File: src/rtl/mse_pkg.sv
package mse_pkg;

    // Widths of the instruction and result fields
    localparam int WORD_W   = 32;
    localparam int REGNUM_W = 5;
    localparam int HALF_W   = 16;
    localparam int MODE_W   = 5;

    // Stream beat widths: fields packed from bit 0 up; the slave tdata is padded to whole bytes
    localparam int S_TDATA_W = 96;
    localparam int S_TUSER_W = MODE_W;
    localparam int M_TDATA_W = 16;
    localparam int M_TUSER_W = 2;

    // Bit positions of the input fields inside the slave tdata
    localparam int SRC_LSB  = 0;
    localparam int SRC2_LSB = 5;
    localparam int DST_LSB  = 10;
    localparam int IMM_LSB  = 15;
    localparam int PC_LSB   = 31;
    localparam int JT_LSB   = 47;
    localparam int LV_LSB   = 63;

    // Reset value of the data base address register
    localparam logic [HALF_W-1:0] DATA_BASE_RESET = 16'd172;

    // Operation codes carried on the slave tuser
    typedef enum logic [MODE_W-1:0] {
        MODE_NOP     = 5'd0,
        MODE_J       = 5'd1,
        MODE_JR      = 5'd2,
        MODE_BEQ     = 5'd3,
        MODE_BLTZ    = 5'd4,
        MODE_ADD     = 5'd5,
        MODE_ADDI    = 5'd6,
        MODE_SUB     = 5'd7,
        MODE_SW      = 5'd8,
        MODE_LW      = 5'd9,
        MODE_SLL     = 5'd10,
        MODE_SRL     = 5'd11,
        MODE_MUL     = 5'd12,
        MODE_AND     = 5'd13,
        MODE_OR      = 5'd14,
        MODE_MOVZ    = 5'd15,
        MODE_PRELOAD = 5'd16
    } t_mode;

    typedef logic [WORD_W-1:0]   t_word;
    typedef logic [REGNUM_W-1:0] t_regnum;
    typedef logic [HALF_W-1:0]   t_half;

endpackage

File: src/rtl/mips_subset_execute_unit.sv
// An accepted instruction is registered into the execute stage, then into the result
// register that drives the result beat.
// Throughput: one instruction per cycle, sustained, including dependent back-to-back
// instructions and loads; only a stalled result stream holds the input side.
// Register file writeback happens in the cycle after the execute cycle and is forwarded.
// Reset (synchronous, active low) clears the register file and data memory through valid
// bits, empties the pipeline and sets the data base address to 172.
module mips_subset_execute_unit #(
    parameter int REG_COUNT  = 32,
    parameter int DATA_WORDS = 32
) (
    input  logic                          i_clk,
    input  logic                          i_rst_n,
    // Configuration: data base address
    input  logic                          i_cfg_we,
    input  logic [mse_pkg::HALF_W-1:0]    i_cfg_wdata,
    // Instruction stream
    input  logic                          i_s_axis_tvalid,
    output logic                          o_s_axis_tready,
    // tdata from bit 0: src_reg(5), src2_reg(5), dst_reg(5), immediate(16), pc(16),
    // jump_target(16), load_value(32), one zero pad bit
    input  logic [mse_pkg::S_TDATA_W-1:0] i_s_axis_tdata,
    // tuser: mode(5)
    input  logic [mse_pkg::S_TUSER_W-1:0] i_s_axis_tuser,
    // Result stream
    output logic                          o_m_axis_tvalid,
    input  logic                          i_m_axis_tready,
    // tdata: target(16)
    output logic [mse_pkg::M_TDATA_W-1:0] o_m_axis_tdata,
    // tuser from bit 0: redirect(1), fault(1)
    output logic [mse_pkg::M_TUSER_W-1:0] o_m_axis_tuser
);
    import mse_pkg::*;

    localparam int RI_W = (REG_COUNT > 1) ? $clog2(REG_COUNT) : 1;
    localparam int DI_W = (DATA_WORDS > 1) ? $clog2(DATA_WORDS) : 1;

    // Unpacked input fields
    t_regnum in_src;
    t_regnum in_src2;
    logic    in_src_ok;
    logic    in_src2_ok;

    assign in_src     = i_s_axis_tdata[SRC_LSB +: REGNUM_W];
    assign in_src2    = i_s_axis_tdata[SRC2_LSB +: REGNUM_W];
    assign in_src_ok  = (int'(in_src) < REG_COUNT);
    assign in_src2_ok = (int'(in_src2) < REG_COUNT);

    // Handshake and stage control
    logic s_fire;
    logic x_fire;
    logic r_x_vld;
    logic r_out_vld;

    assign x_fire          = r_x_vld && (!r_out_vld || i_m_axis_tready);
    assign o_s_axis_tready = !r_x_vld || x_fire;
    assign s_fire          = i_s_axis_tvalid && o_s_axis_tready;

    // Configuration register
    t_half r_data_base;

    always_ff @(posedge i_clk) begin
        if (!i_rst_n) begin
            r_data_base <= DATA_BASE_RESET;
        end else if (i_cfg_we) begin
            r_data_base <= i_cfg_wdata;
        end
    end

    // Register file storage with per-entry valid bits
    t_word                rf_mem [REG_COUNT];
    logic [REG_COUNT-1:0] r_rf_vld;

    // Writeback stage
    logic    r_w_vld;
    logic    r_w_we;
    logic    r_w_load;
    t_regnum r_w_addr;
    t_word   r_w_alu;
    t_word   r_dm_q;
    logic    r_dm_ok;
    t_word   w_data;
    logic    w_wr;

    assign w_data = r_w_load ? (r_dm_ok ? r_dm_q : '0) : r_w_alu;
    assign w_wr   = r_w_vld && r_w_we;

    // Execute stage input registers
    t_mode   r_x_mode;
    t_regnum r_x_src;
    t_regnum r_x_src2;
    t_regnum r_x_dst;
    t_half   r_x_imm;
    t_half   r_x_pc;
    t_half   r_x_jt;
    t_word   r_x_lv;
    t_word   r_rf_qa;
    t_word   r_rf_qb;
    logic    r_a_ok;
    logic    r_b_ok;
    logic    r_a_byp;
    logic    r_b_byp;
    t_word   r_a_byp_data;
    t_word   r_b_byp_data;

    // Operands: registered read, then forwarding from the older writeback
    t_word a_raw;
    t_word b_raw;
    t_word op_a;
    t_word op_b;

    assign a_raw = r_a_byp ? r_a_byp_data : (r_a_ok ? r_rf_qa : '0);
    assign b_raw = r_b_byp ? r_b_byp_data : (r_b_ok ? r_rf_qb : '0);
    assign op_a  = (w_wr && r_w_addr == r_x_src) ? w_data : a_raw;
    assign op_b  = (w_wr && r_w_addr == r_x_src2) ? w_data : b_raw;

    // Register file: read ports registered at accept, one write port from writeback
    always_ff @(posedge i_clk) begin
        if (s_fire) begin
            r_rf_qa <= rf_mem[in_src[RI_W-1:0]];
            r_rf_qb <= rf_mem[in_src2[RI_W-1:0]];
        end
        if (w_wr) begin
            rf_mem[r_w_addr[RI_W-1:0]] <= w_data;
        end
    end

    // Valid bits, operand bypass flags and execute stage control
    always_ff @(posedge i_clk) begin
        if (!i_rst_n) begin
            r_rf_vld <= '0;
            r_x_vld  <= 1'b0;
            r_a_byp  <= 1'b0;
            r_b_byp  <= 1'b0;
        end else begin
            if (w_wr) begin
                r_rf_vld[r_w_addr[RI_W-1:0]] <= 1'b1;
            end
            if (s_fire) begin
                r_x_vld <= 1'b1;
                r_a_byp <= w_wr && r_w_addr == in_src;
                r_b_byp <= w_wr && r_w_addr == in_src2;
            end else if (r_x_vld && !x_fire) begin
                // A held instruction keeps its forwarded operands
                r_a_byp <= 1'b1;
                r_b_byp <= 1'b1;
            end else if (x_fire) begin
                r_x_vld <= 1'b0;
            end
        end
    end

    // Execute stage payload
    always_ff @(posedge i_clk) begin
        if (s_fire) begin
            r_x_mode     <= t_mode'(i_s_axis_tuser);
            r_x_src      <= in_src;
            r_x_src2     <= in_src2;
            r_x_dst      <= i_s_axis_tdata[DST_LSB +: REGNUM_W];
            r_x_imm      <= i_s_axis_tdata[IMM_LSB +: HALF_W];
            r_x_pc       <= i_s_axis_tdata[PC_LSB +: HALF_W];
            r_x_jt       <= i_s_axis_tdata[JT_LSB +: HALF_W];
            r_x_lv       <= i_s_axis_tdata[LV_LSB +: WORD_W];
            r_a_ok       <= in_src_ok && r_rf_vld[in_src[RI_W-1:0]];
            r_b_ok       <= in_src2_ok && r_rf_vld[in_src2[RI_W-1:0]];
            r_a_byp_data <= w_data;
            r_b_byp_data <= w_data;
        end else if (r_x_vld && !x_fire) begin
            r_a_byp_data <= op_a;
            r_b_byp_data <= op_b;
        end
    end

    // Arithmetic and logic for the execute stage
    t_word           imm32;
    t_word           prod;
    t_half           br_target;
    logic [33:0]     mem_off;
    logic            mem_ok;
    logic            pre_ok;

    assign imm32     = {{(WORD_W-HALF_W){r_x_imm[HALF_W-1]}}, r_x_imm};
    assign prod      = op_a * op_b;
    assign br_target = r_x_pc + r_x_imm;
    assign mem_off   = {{2{op_a[WORD_W-1]}}, op_a} + {{2{imm32[WORD_W-1]}}, imm32}
                       - {18'd0, r_data_base};
    assign mem_ok    = !mem_off[33] && (mem_off[1:0] == 2'b00)
                       && (mem_off[33:2] < 32'(DATA_WORDS));
    assign pre_ok    = !r_x_imm[HALF_W-1] && (r_x_imm < HALF_W'(DATA_WORDS));

    // Operation decode
    logic            x_redirect;
    t_half           x_target;
    logic            x_fault;
    logic            x_wr;
    t_regnum         x_wr_addr;
    t_word           x_wr_val;
    logic            x_load;
    logic            dm_we;
    logic            dm_re;
    logic [DI_W-1:0] dm_idx;
    t_word           dm_wdata;

    always_comb begin
        x_redirect = 1'b0;
        x_target   = '0;
        x_fault    = 1'b0;
        x_wr       = 1'b0;
        x_wr_addr  = r_x_dst;
        x_wr_val   = '0;
        x_load     = 1'b0;
        dm_we      = 1'b0;
        dm_re      = 1'b0;
        dm_idx     = mem_off[DI_W+1:2];
        dm_wdata   = op_b;
        case (r_x_mode)
            MODE_J: begin
                x_redirect = 1'b1;
                x_target   = r_x_jt;
            end
            MODE_JR: begin
                x_redirect = 1'b1;
                x_target   = op_a[HALF_W-1:0];
            end
            MODE_BEQ: begin
                x_redirect = (op_a == op_b);
                x_target   = (op_a == op_b) ? br_target : '0;
            end
            MODE_BLTZ: begin
                x_redirect = op_a[WORD_W-1];
                x_target   = op_a[WORD_W-1] ? br_target : '0;
            end
            MODE_ADD: begin
                x_wr     = 1'b1;
                x_wr_val = op_a + op_b;
            end
            MODE_ADDI: begin
                x_wr      = 1'b1;
                x_wr_addr = r_x_src2;
                x_wr_val  = op_a + imm32;
            end
            MODE_SUB: begin
                x_wr     = 1'b1;
                x_wr_val = op_a - op_b;
            end
            MODE_SW: begin
                dm_we   = mem_ok;
                x_fault = !mem_ok;
            end
            MODE_LW: begin
                dm_re     = mem_ok;
                x_wr      = mem_ok;
                x_load    = 1'b1;
                x_wr_addr = r_x_src2;
                x_fault   = !mem_ok;
            end
            MODE_SLL: begin
                x_wr     = 1'b1;
                x_wr_val = op_b << r_x_imm[4:0];
            end
            MODE_SRL: begin
                x_wr     = 1'b1;
                x_wr_val = op_b >> r_x_imm[4:0];
            end
            MODE_MUL: begin
                x_wr     = 1'b1;
                x_wr_val = prod;
            end
            MODE_AND: begin
                x_wr     = 1'b1;
                x_wr_val = op_a & op_b;
            end
            MODE_OR: begin
                x_wr     = 1'b1;
                x_wr_val = op_a | op_b;
            end
            MODE_MOVZ: begin
                x_wr     = (op_b == '0);
                x_wr_val = op_a;
            end
            MODE_PRELOAD: begin
                dm_we    = pre_ok;
                dm_idx   = r_x_imm[DI_W-1:0];
                dm_wdata = r_x_lv;
                x_fault  = !pre_ok;
            end
            default: begin
                x_redirect = 1'b0;
            end
        endcase
    end

    // Data memory with per-entry valid bits; read data registered for writeback
    t_word                 dm_mem [DATA_WORDS];
    logic [DATA_WORDS-1:0] r_dm_vld;

    always_ff @(posedge i_clk) begin
        if (x_fire && dm_we) begin
            dm_mem[dm_idx] <= dm_wdata;
        end
        if (x_fire && dm_re) begin
            r_dm_q <= dm_mem[dm_idx];
        end
    end

    always_ff @(posedge i_clk) begin
        if (!i_rst_n) begin
            r_dm_vld <= '0;
            r_dm_ok  <= 1'b0;
        end else begin
            if (x_fire && dm_we) begin
                r_dm_vld[dm_idx] <= 1'b1;
            end
            if (x_fire && dm_re) begin
                r_dm_ok <= r_dm_vld[dm_idx];
            end
        end
    end

    // Writeback stage registers
    always_ff @(posedge i_clk) begin
        if (!i_rst_n) begin
            r_w_vld <= 1'b0;
            r_w_we  <= 1'b0;
        end else begin
            r_w_vld <= x_fire;
            r_w_we  <= x_fire && x_wr && (int'(x_wr_addr) < REG_COUNT);
        end
    end

    always_ff @(posedge i_clk) begin
        if (x_fire) begin
            r_w_load <= x_load;
            r_w_addr <= x_wr_addr;
            r_w_alu  <= x_wr_val;
        end
    end

    // Result register
    logic  r_out_redirect;
    logic  r_out_fault;
    t_half r_out_target;

    always_ff @(posedge i_clk) begin
        if (!i_rst_n) begin
            r_out_vld <= 1'b0;
        end else if (x_fire) begin
            r_out_vld <= 1'b1;
        end else if (i_m_axis_tready) begin
            r_out_vld <= 1'b0;
        end
    end

    always_ff @(posedge i_clk) begin
        if (x_fire) begin
            r_out_redirect <= x_redirect;
            r_out_target   <= x_target;
            r_out_fault    <= x_fault;
        end
    end

    assign o_m_axis_tvalid = r_out_vld;
    assign o_m_axis_tdata  = r_out_target;
    assign o_m_axis_tuser  = {r_out_fault, r_out_redirect};

    // A faulting access never touches the data memory
    assert property (@(posedge i_clk) disable iff (!i_rst_n)
        (x_fire && x_fault) |-> (!dm_we && !dm_re))
        else $error("data memory accessed by a faulting instruction");

    // A result never reports both a redirect and a fault
    assert property (@(posedge i_clk) disable iff (!i_rst_n)
        o_m_axis_tvalid |-> !(o_m_axis_tuser[0] && o_m_axis_tuser[1]))
        else $error("redirect and fault reported together");

    // Without a redirect the target is zero
    assert property (@(posedge i_clk) disable iff (!i_rst_n)
        (o_m_axis_tvalid && !o_m_axis_tuser[0]) |-> (o_m_axis_tdata == '0))
        else $error("nonzero target without redirect");

    // Every executed instruction is followed by writeback in the next cycle
    assert property (@(posedge i_clk) disable iff (!i_rst_n)
        x_fire |=> r_w_vld)
        else $error("executed instruction lost before writeback");

    // A register write never targets a number beyond the register file
    assert property (@(posedge i_clk) disable iff (!i_rst_n)
        w_wr |-> (int'(r_w_addr) < REG_COUNT))
        else $error("register write beyond the register file");

endmodule
File: config.mk
export PLATFORM = sky130hd
export DESIGN_NAME = mips_subset_execute_unit
export DESIGN_NICKNAME = d
export VERILOG_FILES = /design/src/rtl/mse_pkg.sv /design/src/rtl/mips_subset_execute_unit.sv
export SDC_FILE = /design/constraint.sdc
export NUM_CORES = 2
export LEC_CHECK = 0
export BUFFER_PORTS_ARGS = -buffer_cell sky130_fd_sc_hd__buf_2
export CORE_MARGIN = 1
export CORE_UTILIZATION = 33
export CTS_CLUSTER_SIZE = 30
export DETAILED_ROUTE_END_ITERATION = 10
export PLACE_DENSITY_LB_ADDON = 0.25
export SYNTH_ARGS = -nofsm -noshare
export SYNTH_HDL_FRONTEND = slang
export SYNTH_SLANG_ARGS = --single-unit
File: constraint.sdc
create_clock -name i_clk -period 26.5 [get_ports i_clk]
set_clock_uncertainty 0.1 [all_clocks]
set_input_delay 0 -clock i_clk [delete_from_list [all_inputs] [get_ports i_clk]]
set_output_delay 0 -clock i_clk [all_outputs]
set_load 0.02 [all_outputs]
==> summary.txt <==
PLACEMENT
-------------------------------------------------------------------------------------
Final GP Congestion                                                             0.971
Port Buf Inserts                                                                  140
Final HPWL from detailed placement                                          273000 µm
Number of instances in the placed design                                        13238

WORST HOLD PATH
-------------------------------------------------------------------------------------
Hold endpoint                                                            r_x_src2[0]$_DFFE_PP_
Worst Hold Depth                                                                    2
Hold path start                                                          i_s_axis_tdata[5]
Class of the most critical hold timing path                              input port to register

STA
-------------------------------------------------------------------------------------
Worst hold-check slack                                                         124 ps
Slew at the pin closest to its max-slew limit                                 1350 ps
Maximum operating frequency                                                  88.0 MHz
Final setup violating endpoints                                                     0
Setup repair after global routing missed its margin                             false
Max-slew headroom                                                               0.103
Final count of hold timing violations                                               0
Final clock period utilization by the worst path                                0.429
Final slew viol count                                                               0
Final critical path time including I/O delays and setup                      11370 ps
Setup Total Neg Slack                                                            0 ps

ROUTE
-------------------------------------------------------------------------------------
Met1 Wirelength                                                             185000 µm
Final antenna-violating net count                                                   0
Wire per inst                                                                 32.0 µm
Length of routed met3 wiring                                                 35100 µm
Count of vias placed by the detailed router                                     80305
Uppermost metal layer occupied by signal nets                                    met5
Detailed-router iteration count before antenna repair                               5
First-iteration detailed-routing DRC count                                       9426
Vias/cell                                                                        5.74
DR WL met2                                                                  210000 µm
Number of DRC violations after detailed routing                                     0
Total wire length                                                           448000 µm

CLOCK NETWORK
-------------------------------------------------------------------------------------
Clk sink count                                                                   2453
Number of buffers on the longest clock path                                         4
Clock-pin slew of the registers on the worst-case setup and hold paths          70 ps
Clock root buffer                                                        sky130_fd_sc_hd__clkbuf_16
Total number of H-tree levels                                                       5
# Post-CTS Setup Buffers                                                            0
Number of buffers inserted during clock tree synthesis                            278
Clock network latency to the later pin of the worst-skew pair                  900 ps
TritonCTS clock tree                                                              yes

FLOORPLANNING
-------------------------------------------------------------------------------------
Die footprint                                                              392000 µm²
Starting density of the core                                                    0.332
Placeable core region                                                      387000 µm²
Die Wd                                                                         626 µm
Placement row count                                                               228
Vertical die dimension                                                         626 µm
Boundary pin count                                                                142

POWER AND IR DROP
-------------------------------------------------------------------------------------
Switch share                                                                    0.286
Power per Cell Area                                                       68.6 nW/µm²
Combinational fraction of design power                                          0.204
Worst-case vdd ir drop                                                      0.0782 mV
Share of total power in the clock network                                       0.368
Switching pwr                                                                 2.89 mW
Sequential group share of total power                                           0.428
Internal power of the cells                                                   7.23 mW
Overall power                                                                 10.1 mW
Pleak                                                                         50.5 nW

CRITICAL PATH
-------------------------------------------------------------------------------------
Minimum setup slack among reg-to-reg paths                                   15130 ps
Worst Reg-to-Reg Cells                                                             32
Cell at the slowest stage of the critical path                           sky130_fd_sc_hd__clkinv_1
Worst stage delay on the critical path                                         940 ps
Data required time at the worst endpoint                                     27110 ps
Arr. time, crit path                                                         11980 ps
Launching element type of the critical path                                  register
Endpoint class of the critical path                                          register
Startpoint of the worst register-to-register path                        r_w_addr[2]$_DFFE_PP_
Startpoint-to-endpoint class of the critical path                        register to register
Cell repeated most along the worst path                                  sky130_fd_sc_hd__fa_1
Endpoint of the worst-slack reg-to-reg timing path                       r_w_alu[31]$_DFFE_PP_
Highest net fanout along the worst path                                            31

LOGIC SYNTHESIS
-------------------------------------------------------------------------------------
Syn avg cell area                                                            15.7 µm²
Fraction of the yosys area taken by sequential cells                            0.567
Gate count after technology mapping                                              8176
Primary FF master, synth                                                 sky130_fd_sc_hd__edfxtp_1
Synthesized netlist net count                                                    9036
#FFs+latches synth                                                               2453
Asr flop ratio synth                                                                0
Number of enable flip-flop cells after synthesis                                 2366
Number of different library cells in the post-synthesis netlist                   102
Synth warnings                                                                      0
Post-synthesis instance area                                               128000 µm²

CELLS AND AREA
-------------------------------------------------------------------------------------
Post-layout instance count excluding filler cells                               13983
FF/Latch Area                                                               72800 µm²
Layout overhead on the synthesized area                                         14.9%
Final #Nets                                                                      9447
Utilization of the core after routing                                           0.382
Area of the multi-input gates                                               52100 µm²
Layout filler cell count                                                        35609
Proportion of layout cells with a drive suffix above 1                          0.229

GLOBAL ROUTE
-------------------------------------------------------------------------------------
Wire length of the first global-routing pass                                625000 µm
Vias in the first global route                                                  81561
GR Overflow Total                                                                   0
Global router's overall resource usage                                          0.225
Largest net degree at the start of global routing                                 130
Number of antenna violations at the first check in global routing                  20

RUN STATUS
-------------------------------------------------------------------------------------
Result of the run                                                        finished, final reports clean

FLOW RUN
-------------------------------------------------------------------------------------
Max_cap viols                                                                       0

[metrics by stage]
step / cell area (µm²) / setup WS, ps
floorplan: 128000 / 17030
global placement: 136000 / 15530
detailed placement: 136000 / 15470
CTS: 148000 / 15480
global route: 148000 / 15060
finish: 148000 / 15130
[cell usage in the layout, fill, tap and decap left out, types with 62 or more instances in the layout]
| cell | synthesis | routed |
|---|---|---|
| sky130_fd_sc_hd__a21o_1 | 66 | 66 |
| sky130_fd_sc_hd__a21oi_1 | 158 | 155 |
| sky130_fd_sc_hd__a22oi_1 | 228 | 228 |
| sky130_fd_sc_hd__buf_2 | 21 | 130 |
| sky130_fd_sc_hd__buf_4 | 3 | 272 |
| sky130_fd_sc_hd__clkbuf_1 | 374 | 68 |
| sky130_fd_sc_hd__clkbuf_16 | 0 | 286 |
| sky130_fd_sc_hd__clkinv_1 | 18 | 74 |
| sky130_fd_sc_hd__dfxtp_1 | 87 | 85 |
| sky130_fd_sc_hd__dlygate4sd3_1 | 0 | 244 |
| sky130_fd_sc_hd__edfxtp_1 | 2366 | 2366 |
| sky130_fd_sc_hd__fa_1 | 427 | 427 |
| sky130_fd_sc_hd__ha_1 | 311 | 311 |
| sky130_fd_sc_hd__inv_1 | 560 | 554 |
| sky130_fd_sc_hd__mux2_2 | 90 | 90 |
| sky130_fd_sc_hd__mux2i_1 | 63 | 62 |
| sky130_fd_sc_hd__mux4_2 | 963 | 963 |
| sky130_fd_sc_hd__nand2_1 | 451 | 451 |
| sky130_fd_sc_hd__nor2_1 | 659 | 619 |
| sky130_fd_sc_hd__o21ai_0 | 279 | 242 |
| sky130_fd_sc_hd__xnor2_1 | 125 | 125 |
[worst max-delay path by stage]
stage / startpoint / end / slack [ps] / cells after the start
after global placement: r_w_addr[2]$_DFFE_PP_ / r_w_alu[31]$_DFFE_PP_ / 15530 / 32
after floorplan: r_w_load$_DFFE_PP_ / dm_mem[16][0]$_DFFE_PP_ / 17030 / 24
after CTS: r_w_load$_DFFE_PP_ / r_w_alu[31]$_DFFE_PP_ / 15480 / 32
after detailed placement: r_w_addr[2]$_DFFE_PP_ / r_w_alu[31]$_DFFE_PP_ / 15470 / 31
after global routing: r_w_addr[2]$_DFFE_PP_ / r_w_alu[31]$_DFFE_PP_ / 15060 / 32
final: r_w_addr[2]$_DFFE_PP_ / r_w_alu[31]$_DFFE_PP_ / 15130 / 32
[registers in the layout, summed over array words and instances (netlist names), 16 cells and up]
name and flops:
r_x_imm 16, rf_mem 1024, r_rf_qb 32, dm_mem 1024
r_dm_q 32, r_rf_qa 32, r_dm_vld 32, o_m_axis_tdata 16
r_rf_vld 32, r_b_byp_data 32, r_a_byp_data 32, r_x_jt 16
r_w_alu 32, r_x_lv 32, r_data_base 16, r_x_pc 16
[critical path: cells and delay by family, from the launching register on]
family / cells / cell delay [ps]
XOR/XNOR: 2 / 600
AND/OR/NAND/NOR: 6 / 1580
flip-flops: 1 / 610
adder cells (fa/ha/maj): 10 / 4370
AO/OA/AOI/OAI: 9 / 1960
buffers and inverters: 5 / 1890
[cells by family (layout without fill, tap and decap cells)]
group / Yosys count / after routing / synth area share
AO/OA/AOI/OAI: 1125 / 1125 / 0.0593
multiplexers: 1121 / 1121 / 0.182
XOR/XNOR: 180 / 180 / 0.0125
buffers and inverters: 1106 / 1730 / 0.0332
other: 0 / 8 / 0
adder cells (fa/ha/maj): 739 / 739 / 0.0970
flip-flops: 2453 / 2453 / 0.567
AND/OR/NAND/NOR: 1452 / 1452 / 0.0487
[power by group through the flow]
| stage | Combinational (mW) | Sequential, mW | Clock [mW] |
|---|---|---|---|
| 3_5_place_dp | 2.01 | 4.42 | 0 |
| 2_1_floorplan | 1.26 | 4.40 | 0 |
| 6_report | 2.06 | 4.33 | 3.72 |
| 5_1_grt | 2.18 | 4.33 | 3.93 |
| 3_3_place_gp | 2.00 | 4.41 | 0 |
| 4_1_cts | 2.05 | 4.33 | 3.79 |
[synth_stat cells, drive strengths merged (87+ instances only)]
| cell | instances | area share |
|---|---|---|
| o21ai | 298 | 0.012 |
| nor2 | 660 | 0.019 |
| fa | 427 | 0.067 |
| a21oi | 162 | 0.0065 |
| xnor2 | 127 | 0.0088 |
| edfxtp | 2366 | 0.55 |
| inv | 564 | 0.016 |
| buf | 150 | 0.0052 |
| clkbuf | 374 | 0.011 |
| mux4 | 963 | 0.17 |
| mux2 | 91 | 0.0080 |
| dfxtp | 87 | 0.014 |
| ha | 311 | 0.030 |
| a22oi | 228 | 0.013 |
| nand2 | 452 | 0.013 |
[what timing repair did]
action / in CTS / in global routing
gates resized for setup: 0 / 0
hold buffers: 244 / 0
endpoints found under the setup margin: 0 / 0
hold endpoints to repair: 256 / 0
[layer usage]
| layer | vias up | GRT usage |
|---|---|---|
| met5 | - | 0 |
| met4 | 2 | 0.0785 |
| li1 | 32546 | - |
| met3 | 675 | 0.0336 |
| met2 | 3836 | 0.360 |
| met1 | 43246 | 0.312 |
[cell type report]
cell class	instances	area share
Clock inverter	133	0.00799
Sequential cell	2453	0.493
Antenna cell	8	0.000136
Inverter	582	0.0148
Clock buffer	360	0.0508
Multi-Input combinational cell	4617	0.353
Tap cell	5175	0.0439
Timing Repair Buffer	655	0.0358
(Power assumes the default switching activity.)
